`config.mk`:
```
export PLATFORM = sky130hd
export DESIGN_NAME = scalar_kalman_filter
export DESIGN_NICKNAME = d
export VERILOG_FILES = /design/src/rtl/core/skf_pkg.sv /design/src/rtl/core/skf_ucode_rom.sv /design/src/rtl/core/skf_sequencer.sv /design/src/rtl/core/skf_datapath.sv /design/src/rtl/core/scalar_kalman_filter.sv
export SDC_FILE = /design/constraint.sdc
export NUM_CORES = 1
export LEC_CHECK = 0
export BUFFER_PORTS_ARGS = -buffer_cell sky130_fd_sc_hd__buf_2
export CAP_MARGIN = 0
export CORE_UTILIZATION = 45
export CTS_CLUSTER_SIZE = 14
export DETAILED_ROUTE_END_ITERATION = 6
export PLACE_DENSITY = 0.59
export REMOVE_ABC_BUFFERS = 1
export SLEW_MARGIN = 20
export SYNTH_ARGS = -nofsm -noshare
export SYNTH_HDL_FRONTEND = slang
export SYNTH_HIERARCHICAL = 1
export SYNTH_SLANG_ARGS = --single-unit
export TNS_END_PERCENT = 20
```
`constraint.sdc`:
```
create_clock -name clk -period 7.6 [get_ports clk]
set_clock_uncertainty 0.1 [all_clocks]
set_input_delay 1.52 -clock clk [delete_from_list [all_inputs] [get_ports clk]]
set_output_delay 1.52 -clock clk [all_outputs]
set_load 0.01 [all_outputs]
```
`src/rtl/core/skf_pkg.sv`:
```
package skf_pkg;

  localparam int FRAC_BITS = 16;
  localparam int DATA_W    = 32;
  localparam int GAIN_W    = FRAC_BITS + 1;
  localparam int DEN_W     = DATA_W + 1;
  localparam int REM_W     = DATA_W + 2;
  localparam int ACC_W     = GAIN_W + DEN_W + 1;
  localparam int CNT_W     = $clog2(GAIN_W);
  localparam int PC_W      = 4;
  localparam int ROM_DEPTH = 1 << PC_W;
  localparam int ADDR_W    = 3;

  localparam logic [DATA_W-1:0] COV_ONE  = DATA_W'(1) << FRAC_BITS;
  localparam logic [GAIN_W-1:0] GAIN_ONE = GAIN_W'(1) << FRAC_BITS;
  localparam logic [CNT_W-1:0]  ITER_LAST = CNT_W'(GAIN_W - 1);

  localparam logic REG_PROCESS_NOISE     = 1'b0;
  localparam logic REG_MEASUREMENT_NOISE = 1'b1;

  typedef logic [PC_W-1:0] pc_t;

  typedef enum logic [3:0] {
    OP_NOP,
    OP_IDLE,
    OP_PRED,
    OP_DEN,
    OP_DIV,
    OP_MSET,
    OP_MUL,
    OP_XUPD,
    OP_PUPD,
    OP_EMIT
  } op_t;

  typedef enum logic [2:0] {
    CND_NONE,
    CND_ALWAYS,
    CND_NO_INPUT,
    CND_DEN_ZERO,
    CND_CNT_NZ,
    CND_OUT_BUSY
  } cond_t;

  typedef struct packed {
    op_t   op;
    cond_t cond;
    pc_t   target;
    logic  cnt_ld;
    logic  cnt_dec;
  } uword_t;

  typedef struct packed {
    logic in_valid;
    logic out_busy;
    logic den_zero;
  } seq_stat_t;

  localparam pc_t PC_IDLE  = 4'd0;
  localparam pc_t PC_CHK   = 4'd3;
  localparam pc_t PC_DIV   = 4'd4;
  localparam pc_t PC_MSET  = 4'd5;
  localparam pc_t PC_MUL1  = 4'd6;
  localparam pc_t PC_MUL2  = 4'd8;
  localparam pc_t PC_EMIT  = 4'd10;

endpackage

```
`src/rtl/core/skf_ucode_rom.sv`:
```
module skf_ucode_rom
  import skf_pkg::*;
(
  input  pc_t    pc,
  output uword_t uword
);

  always_comb begin
    unique case (pc)
      4'd0:    uword = '{OP_IDLE, CND_NO_INPUT, PC_IDLE, 1'b0, 1'b0};
      4'd1:    uword = '{OP_PRED, CND_NONE,     PC_IDLE, 1'b0, 1'b0};
      4'd2:    uword = '{OP_DEN,  CND_NONE,     PC_IDLE, 1'b1, 1'b0};
      4'd3:    uword = '{OP_NOP,  CND_DEN_ZERO, PC_MSET, 1'b0, 1'b0};
      4'd4:    uword = '{OP_DIV,  CND_CNT_NZ,   PC_DIV,  1'b0, 1'b1};
      4'd5:    uword = '{OP_MSET, CND_NONE,     PC_IDLE, 1'b1, 1'b0};
      4'd6:    uword = '{OP_MUL,  CND_CNT_NZ,   PC_MUL1, 1'b0, 1'b1};
      4'd7:    uword = '{OP_XUPD, CND_NONE,     PC_IDLE, 1'b1, 1'b0};
      4'd8:    uword = '{OP_MUL,  CND_CNT_NZ,   PC_MUL2, 1'b0, 1'b1};
      4'd9:    uword = '{OP_PUPD, CND_NONE,     PC_IDLE, 1'b0, 1'b0};
      4'd10:   uword = '{OP_EMIT, CND_OUT_BUSY, PC_EMIT, 1'b0, 1'b0};
      default: uword = '{OP_NOP,  CND_ALWAYS,   PC_IDLE, 1'b0, 1'b0};
    endcase
  end

endmodule

```
`src/rtl/core/skf_sequencer.sv`:
```
module skf_sequencer
  import skf_pkg::*;
(
  input  logic      clk,
  input  logic      rst_n,
  input  seq_stat_t stat,
  output op_t       op
);

  pc_t             pc_r, pc_nxt;
  logic [CNT_W-1:0] cnt_r, cnt_nxt;
  uword_t          uword;
  logic            take;

  skf_ucode_rom u_rom (
    .pc    (pc_r),
    .uword (uword)
  );

  assign op = uword.op;

  always_comb begin
    unique case (uword.cond)
      CND_NONE:     take = 1'b0;
      CND_ALWAYS:   take = 1'b1;
      CND_NO_INPUT: take = !stat.in_valid;
      CND_DEN_ZERO: take = stat.den_zero;
      CND_CNT_NZ:   take = (cnt_r != '0);
      CND_OUT_BUSY: take = stat.out_busy;
      default:      take = 1'b1;
    endcase
    pc_nxt = take ? uword.target : pc_r + pc_t'(1);
    if (uword.cnt_ld) begin
      cnt_nxt = ITER_LAST;
    end else if (uword.cnt_dec) begin
      cnt_nxt = cnt_r - CNT_W'(1);
    end else begin
      cnt_nxt = cnt_r;
    end
  end

  always_ff @(posedge clk) begin
    if (!rst_n) begin
      pc_r  <= PC_IDLE;
      cnt_r <= '0;
    end else begin
      pc_r  <= pc_nxt;
      cnt_r <= cnt_nxt;
    end
  end

  a_loop_counts_down: assert property (@(posedge clk) disable iff (!rst_n)
    (uword.cnt_dec && cnt_r != '0) |=> (cnt_r == $past(cnt_r) - CNT_W'(1)))
    else $error("loop counter did not advance");

  a_idle_leaves_on_input: assert property (@(posedge clk) disable iff (!rst_n)
    (pc_r == PC_IDLE && stat.in_valid) |=> (pc_r == PC_IDLE + pc_t'(1)))
    else $error("sequencer did not start on input");

endmodule

```
`src/rtl/core/skf_datapath.sv`:
```
module skf_datapath
  import skf_pkg::*;
(
  input  logic              clk,
  input  logic              rst_n,
  input  op_t               op,
  input  logic              load_z,
  input  logic [DATA_W-1:0] meas,
  input  logic [DATA_W-1:0] q_noise,
  input  logic [DATA_W-1:0] r_noise,
  output logic [DATA_W-1:0] x_est,
  output logic              den_zero
);

  logic [DATA_W-1:0] x_r, x_nxt;
  logic [DATA_W-1:0] p_r, p_nxt;
  logic [DATA_W-1:0] z_r;
  logic [DATA_W-1:0] ppre_r, ppre_nxt;
  logic [DEN_W-1:0]  den_r, den_nxt;
  logic [REM_W-1:0]  rem_r, rem_nxt;
  logic [GAIN_W-1:0] gain_r, gain_nxt;
  logic [GAIN_W-1:0] mul_r, mul_nxt;
  logic [ACC_W-1:0]  mcand_r, mcand_nxt;
  logic [ACC_W-1:0]  acc_r, acc_nxt;
  logic [DEN_W-1:0]  cov_sum;
  logic [DEN_W-1:0]  diff;
  logic              rem_ge;
  logic [REM_W-1:0]  rem_sub;

  assign cov_sum  = {1'b0, p_r} + {1'b0, q_noise};
  assign diff     = {z_r[DATA_W-1], z_r} - {x_r[DATA_W-1], x_r};
  assign rem_ge   = rem_r >= {1'b0, den_r};
  assign rem_sub  = rem_ge ? rem_r - {1'b0, den_r} : rem_r;
  assign den_zero = (den_r == '0);
  assign x_est    = x_r;

  always_comb begin
    x_nxt     = x_r;
    p_nxt     = p_r;
    ppre_nxt  = ppre_r;
    den_nxt   = den_r;
    rem_nxt   = rem_r;
    gain_nxt  = gain_r;
    mul_nxt   = mul_r;
    mcand_nxt = mcand_r;
    acc_nxt   = acc_r;
    unique case (op)
      OP_PRED: begin
        ppre_nxt = cov_sum[DATA_W] ? '1 : cov_sum[DATA_W-1:0];
      end
      OP_DEN: begin
        den_nxt  = {1'b0, ppre_r} + {1'b0, r_noise};
        rem_nxt  = {2'b00, ppre_r};
        gain_nxt = '0;
      end
      OP_DIV: begin
        rem_nxt  = {rem_sub[REM_W-2:0], 1'b0};
        gain_nxt = {gain_r[GAIN_W-2:0], rem_ge};
      end
      OP_MSET: begin
        mcand_nxt = {{(ACC_W-DEN_W){diff[DEN_W-1]}}, diff};
        mul_nxt   = gain_r;
        acc_nxt   = '0;
      end
      OP_MUL: begin
        acc_nxt = {acc_r[ACC_W-2:0], 1'b0} + (mul_r[GAIN_W-1] ? mcand_r : '0);
        mul_nxt = {mul_r[GAIN_W-2:0], 1'b0};
      end
      OP_XUPD: begin
        x_nxt     = x_r + acc_r[FRAC_BITS+DATA_W-1:FRAC_BITS];
        mcand_nxt = {{(ACC_W-DATA_W){1'b0}}, ppre_r};
        mul_nxt   = GAIN_ONE - gain_r;
        acc_nxt   = '0;
      end
      OP_PUPD: begin
        p_nxt = acc_r[FRAC_BITS+DATA_W-1:FRAC_BITS];
      end
      OP_NOP, OP_IDLE, OP_EMIT: begin
      end
      default: begin
      end
    endcase
  end

  always_ff @(posedge clk) begin
    if (!rst_n) begin
      x_r <= '0;
      p_r <= COV_ONE;
    end else begin
      x_r <= x_nxt;
      p_r <= p_nxt;
    end
  end

  always_ff @(posedge clk) begin
    if (load_z) begin
      z_r <= meas;
    end
    ppre_r  <= ppre_nxt;
    den_r   <= den_nxt;
    rem_r   <= rem_nxt;
    gain_r  <= gain_nxt;
    mul_r   <= mul_nxt;
    mcand_r <= mcand_nxt;
    acc_r   <= acc_nxt;
  end

  a_cov_shrinks: assert property (@(posedge clk) disable iff (!rst_n)
    (op == OP_PUPD) |=> (p_r <= $past(ppre_r)))
    else $error("covariance grew in update");

  a_gain_bounded: assert property (@(posedge clk) disable iff (!rst_n)
    (op == OP_MSET && !den_zero) |-> (gain_r <= GAIN_ONE))
    else $error("gain above one");

endmodule

```
`src/rtl/core/scalar_kalman_filter.sv`:
```
// channel  | handshake                    | payload
// in       | in_valid / in_stall          | in_measurement  (s32, Q16.16)
// out      | out_valid / out_stall        | out_estimate    (s32, Q16.16)
// cfg      | psel penable pwrite pready   | paddr pwdata prdata (Q, R at 0x0, 0x4)
//
// Each item runs the 17-step restoring divide (skipped when p+Q+R is zero) and two
// 17-step shift-add multiplies before the result is loaded.
// After the load the sequencer steps back to idle, and only then accepts the next item.
// A stalled result holds the sequencer at its last step; the next item waits.
// Reset: estimate 0, covariance 1.0, Q and R 1.0.
module scalar_kalman_filter
  import skf_pkg::*;
(
  input  logic              clk,
  input  logic              rst_n,
  input  logic              in_valid,
  output logic              in_stall,
  input  logic [DATA_W-1:0] in_measurement,
  output logic              out_valid,
  input  logic              out_stall,
  output logic [DATA_W-1:0] out_estimate,
  input  logic              psel,
  input  logic              penable,
  input  logic              pwrite,
  input  logic [ADDR_W-1:0] paddr,
  input  logic [DATA_W-1:0] pwdata,
  output logic [DATA_W-1:0] prdata,
  output logic              pready
);

  logic [DATA_W-1:0] q_r;
  logic [DATA_W-1:0] r_r;
  logic [DATA_W-1:0] out_r;
  logic              out_valid_r, out_valid_nxt;
  logic [DATA_W-1:0] x_est;
  logic              den_zero;
  logic              accept;
  logic              emit;
  logic              out_busy;
  logic              cfg_wr;
  op_t               op;
  seq_stat_t         stat;

  assign pready   = 1'b1;
  assign cfg_wr   = psel && penable && pwrite;
  assign prdata   = (paddr[2] == REG_MEASUREMENT_NOISE) ? r_r : q_r;

  assign in_stall = (op != OP_IDLE);
  assign accept   = in_valid && !in_stall;
  assign out_busy = out_valid_r && out_stall;
  assign emit     = (op == OP_EMIT) && !out_busy;

  assign stat = '{in_valid: in_valid, out_busy: out_busy, den_zero: den_zero};

  skf_sequencer u_seq (
    .clk   (clk),
    .rst_n (rst_n),
    .stat  (stat),
    .op    (op)
  );

  skf_datapath u_dp (
    .clk      (clk),
    .rst_n    (rst_n),
    .op       (op),
    .load_z   (accept),
    .meas     (in_measurement),
    .q_noise  (q_r),
    .r_noise  (r_r),
    .x_est    (x_est),
    .den_zero (den_zero)
  );

  always_comb begin
    if (emit) begin
      out_valid_nxt = 1'b1;
    end else if (!out_stall) begin
      out_valid_nxt = 1'b0;
    end else begin
      out_valid_nxt = out_valid_r;
    end
  end

  always_ff @(posedge clk) begin
    if (!rst_n) begin
      q_r         <= COV_ONE;
      r_r         <= COV_ONE;
      out_valid_r <= 1'b0;
    end else begin
      out_valid_r <= out_valid_nxt;
      if (cfg_wr && paddr[2] == REG_PROCESS_NOISE) begin
        q_r <= pwdata;
      end
      if (cfg_wr && paddr[2] == REG_MEASUREMENT_NOISE) begin
        r_r <= pwdata;
      end
    end
  end

  always_ff @(posedge clk) begin
    if (emit) begin
      out_r <= x_est;
    end
  end

  assign out_valid    = out_valid_r;
  assign out_estimate = out_r;

  a_one_item_in_flight: assert property (@(posedge clk) disable iff (!rst_n)
    accept |=> in_stall)
    else $error("item accepted while busy");

  a_emit_sets_valid: assert property (@(posedge clk) disable iff (!rst_n)
    emit |=> (out_valid && out_estimate == $past(x_est)))
    else $error("result not presented");

endmodule

```
==> flow_summary.yaml <==
cells_and_area:
  fin_nets: 3217
  fillCellCount: 5400
  syn_to_final_growth_pct: 11.37
  multi_input_comb_area_um2: 14840
  final_area_um2: 29910
  antenna_cells: 0
  seq_area_um2: 11110
  layout-drive-gt1-share_pct: 10.73
synth:
  synth-compound-area-share_pct: 18.67
  synthSimpleGateAreaFrac_pct: 15.62
  synth_top_cell_by_area: "edfxtp_1"
  seq_area_frac_synth_pct: 41.36
  avgSynthCellArea_um2: 9.522
  synthTopCellsByArea: "edfxtp_1, dfxtp_1, ha_1"
  synth.distinct_cells: 88
  synthFlopType: "edfxtp_1"
  netlist.area_leader.share_pct: 31.08
  synth_edf_count: 278
  syn-instance-count: 2821
  yosysMostFrequentCell: "nand2_1"
  ys_async_sr_fraction_pct: 0
  synthMuxAreaShare_pct: 4.364
  synthAdderAreaFrac_pct: 10.37
  yosys-top-cells-count: "nand2_1, edfxtp_1, a21oi_1, ha_1, nor2_1"
  synth.cell_area_um2: 26860
  yosys_warnings: 6
  synthXorXnorAreaFrac_pct: 5.934
  ys_ff_latch: 416
  synth_top_family_by_area: "compound AO/OA/AOI/OAI gates"
timing:
  setup_viol: 0
  fin_crit_sh_pct: 60.05
  hold_viol_final: 0
  drv_slew: 0
  slew_headroom_pct: 27.90
  fin_crit_ns: 4.564
  max_freq_ghz: 0.2191
  worst_slew_pin_slew_ns: 1.082
  fin_ws_ns: 3.036
  setup-tns-final_ns: 0
  rsz0062_at_grt: "false"
clocking:
  hold_buffers: 0
  h-tree-depth: 2
  cts_tree: "done"
  clock_sinks: 416
  ctsResizeCount: 0
  cts-root-buf: "clkbuf_16"
  cts_setup_buffers: 0
  clk_latency_ns: 0.60
  cts_buffers: 50
  clockBufferDepth: 3
  path_clk_slew_ns: 0.06
drt:
  wire_per_inst_um: 19.75
  drtPass1Iterations: 5
  drt_iter0_drc: 1558
  routed_wl_um: 73840
  route.detailed.drc: 0
  ant_nets: 0
  viasPerCell: 5.735
  num_vias: 21437
placement:
  post-place-ws_ns: 3.045
  numPortBuffers: 137
  dpl.hpwl_um: 55120
  dpl-instance-area_um2: 28220
  place_congestion: 0.9116
setup_path:
  crit_type: "input pin to output pin"
  reg2reg_from: "q_r[0]$_SDFFE_PN0P_"
  cpMostUsedCell: "buf_2"
  critPathLaunch: "paddr[2]"
  worstPathCellList: "buf_2 -> mux2_2 -> buf_2"
  crit_fanout: 35
  cpMaxStageDelayCell: "buf_2"
  start_kind: "input pin"
  worstPathArrival_ns: 2.94
  critPathCaptureType: "output pin"
  max_stage_delay_ns: 0.76
  worstPathRequired_ns: 5.98
power_and_ir_drop:
  p_leak_nw: 12.77
  ir_worst_vdd_uv: 211.6
  p_per_area_nw_per_um2: 365.9
  power_mw: 10.94
floorplan:
  ios: 141
  core_um2: 59020
  dieWidth_um: 246.3
  dieArea_um2: 60670
  fp.dieH_um: 246.3
  std_cell_rows: 89
  initial_utilization_pct: 45.51
global_routing:
  grt_usage_pct: 24.02
  grt_pass1_vias: 20542
  grt_max_degree: 79
  antenna_found_initial: 1
  grt_overflow: 0
  grt_pass1_wl_um: 113900
hold_path:
  worst_hold_startpoint: "u_dp/p_r[14]$_SDFFE_PN0N_"
  hold_class: "register to register"
run:
  cap_viol_max_count: 0
status:
  status: "complete, no violations"
-- flip-flops by register name (all words and copies together), names as in the netlist --
name          count
u_dp/gain_r      17
u_dp/acc_r       48
u_dp/rem_r       34
u_dp/z_r         32
out_valid         1
u_seq/cnt_r       5
u_dp/x_est       32
u_dp/mul_r       17
u_dp/mcand_r     33
u_dp/ppre_r      32
u_dp/den_r       33
u_dp/p_r         32
q_r              32
r_r              32
u_seq/pc_r        4
out_estimate     32
-- power by group --
part | switching, mW | internal (mW) | leakage [nW]
logic | 2.97 | 1.88 | 8.26
clock network | 0.982 | 1.45 | 0.824
registers | 0.415 | 3.25 | 3.68
total | 4.36 | 6.58 | 12.8
-- placed cells by master (no fill, tap or decap), drive strengths merged, types with 35 or more instances in the layout --
cell type / Yosys / layout
a21o: 114 / 114
nand2: 352 / 352
xnor2: 106 / 106
a21oi: 217 / 217
edfxtp: 278 / 278
nand2b: 35 / 35
and2: 57 / 57
nand3: 58 / 58
mux2i: 80 / 80
nor2: 186 / 186
clkbuf: 75 / 73
o21ai: 172 / 172
dfxtp: 138 / 138
buf: 32 / 158
ha: 213 / 213
o21a: 37 / 37
nor3: 44 / 44
inv: 125 / 128
a21boi: 45 / 45
xor2: 76 / 76
-- per-layer routing --
layer  GRT usage, %  share of wire, %
met1          32.58                46
met5              0                 0
met2          37.83                44
met4          11.27               4.5
met3          3.192               5.0
-- worst paths after layout --
check | to | slack [ns] | cells past startpoint
max | prdata[13] | 3.04 | 3
min reg2reg | u_dp/p_r[14]$_SDFFE_PN0N_ | 0.37 | 2
max reg2reg | u_dp/ppre_r[23]$_SDFFCE_PP1N_ | 3.23 | 12
min | u_dp/p_r[14]$_SDFFE_PN0N_ | 0.37 | 2
-- per-stage QoR --
stage | cells | hold WS, ns | utilization, %
after global placement | 3645 | 0.3630 | 47.82
after global routing | 3738 | 0.3928 | 50.69
after floorplan | 2714 | 0.3391 | -
after detailed placement | 3645 | 0.3640 | 47.82
final | 3738 | 0.3708 | 50.69
after CTS | 3738 | 0.3720 | 50.68
-- critical path, delay by kind of cell --
kind,cells,cell delay (ns)
buffers and inverters,2,0.91
multiplexers,1,0.47
-- area by class of cell --
cell class | count | area share [%]
timing repair buffer | 158 | 2.827
multi-input combinational | 2173 | 49.59
clock inverter | 20 | 0.4643
clock buffer | 73 | 5.174
inverter | 125 | 1.568
sequential | 416 | 37.14
tap | 773 | 3.233
-- logic make-up after synthesis --
| family | after synthesis |
|---|---|
| AO/OA/AOI/OAI | 777 |
| buffers and inverters | 232 |
| other | 1 |
| XOR/XNOR | 182 |
| flip-flops | 416 |
| multiplexers | 113 |
| adder cells (fa/ha/maj) | 219 |
| AND/OR/NAND/NOR | 881 |
Power figures use the tool's default switching activity.
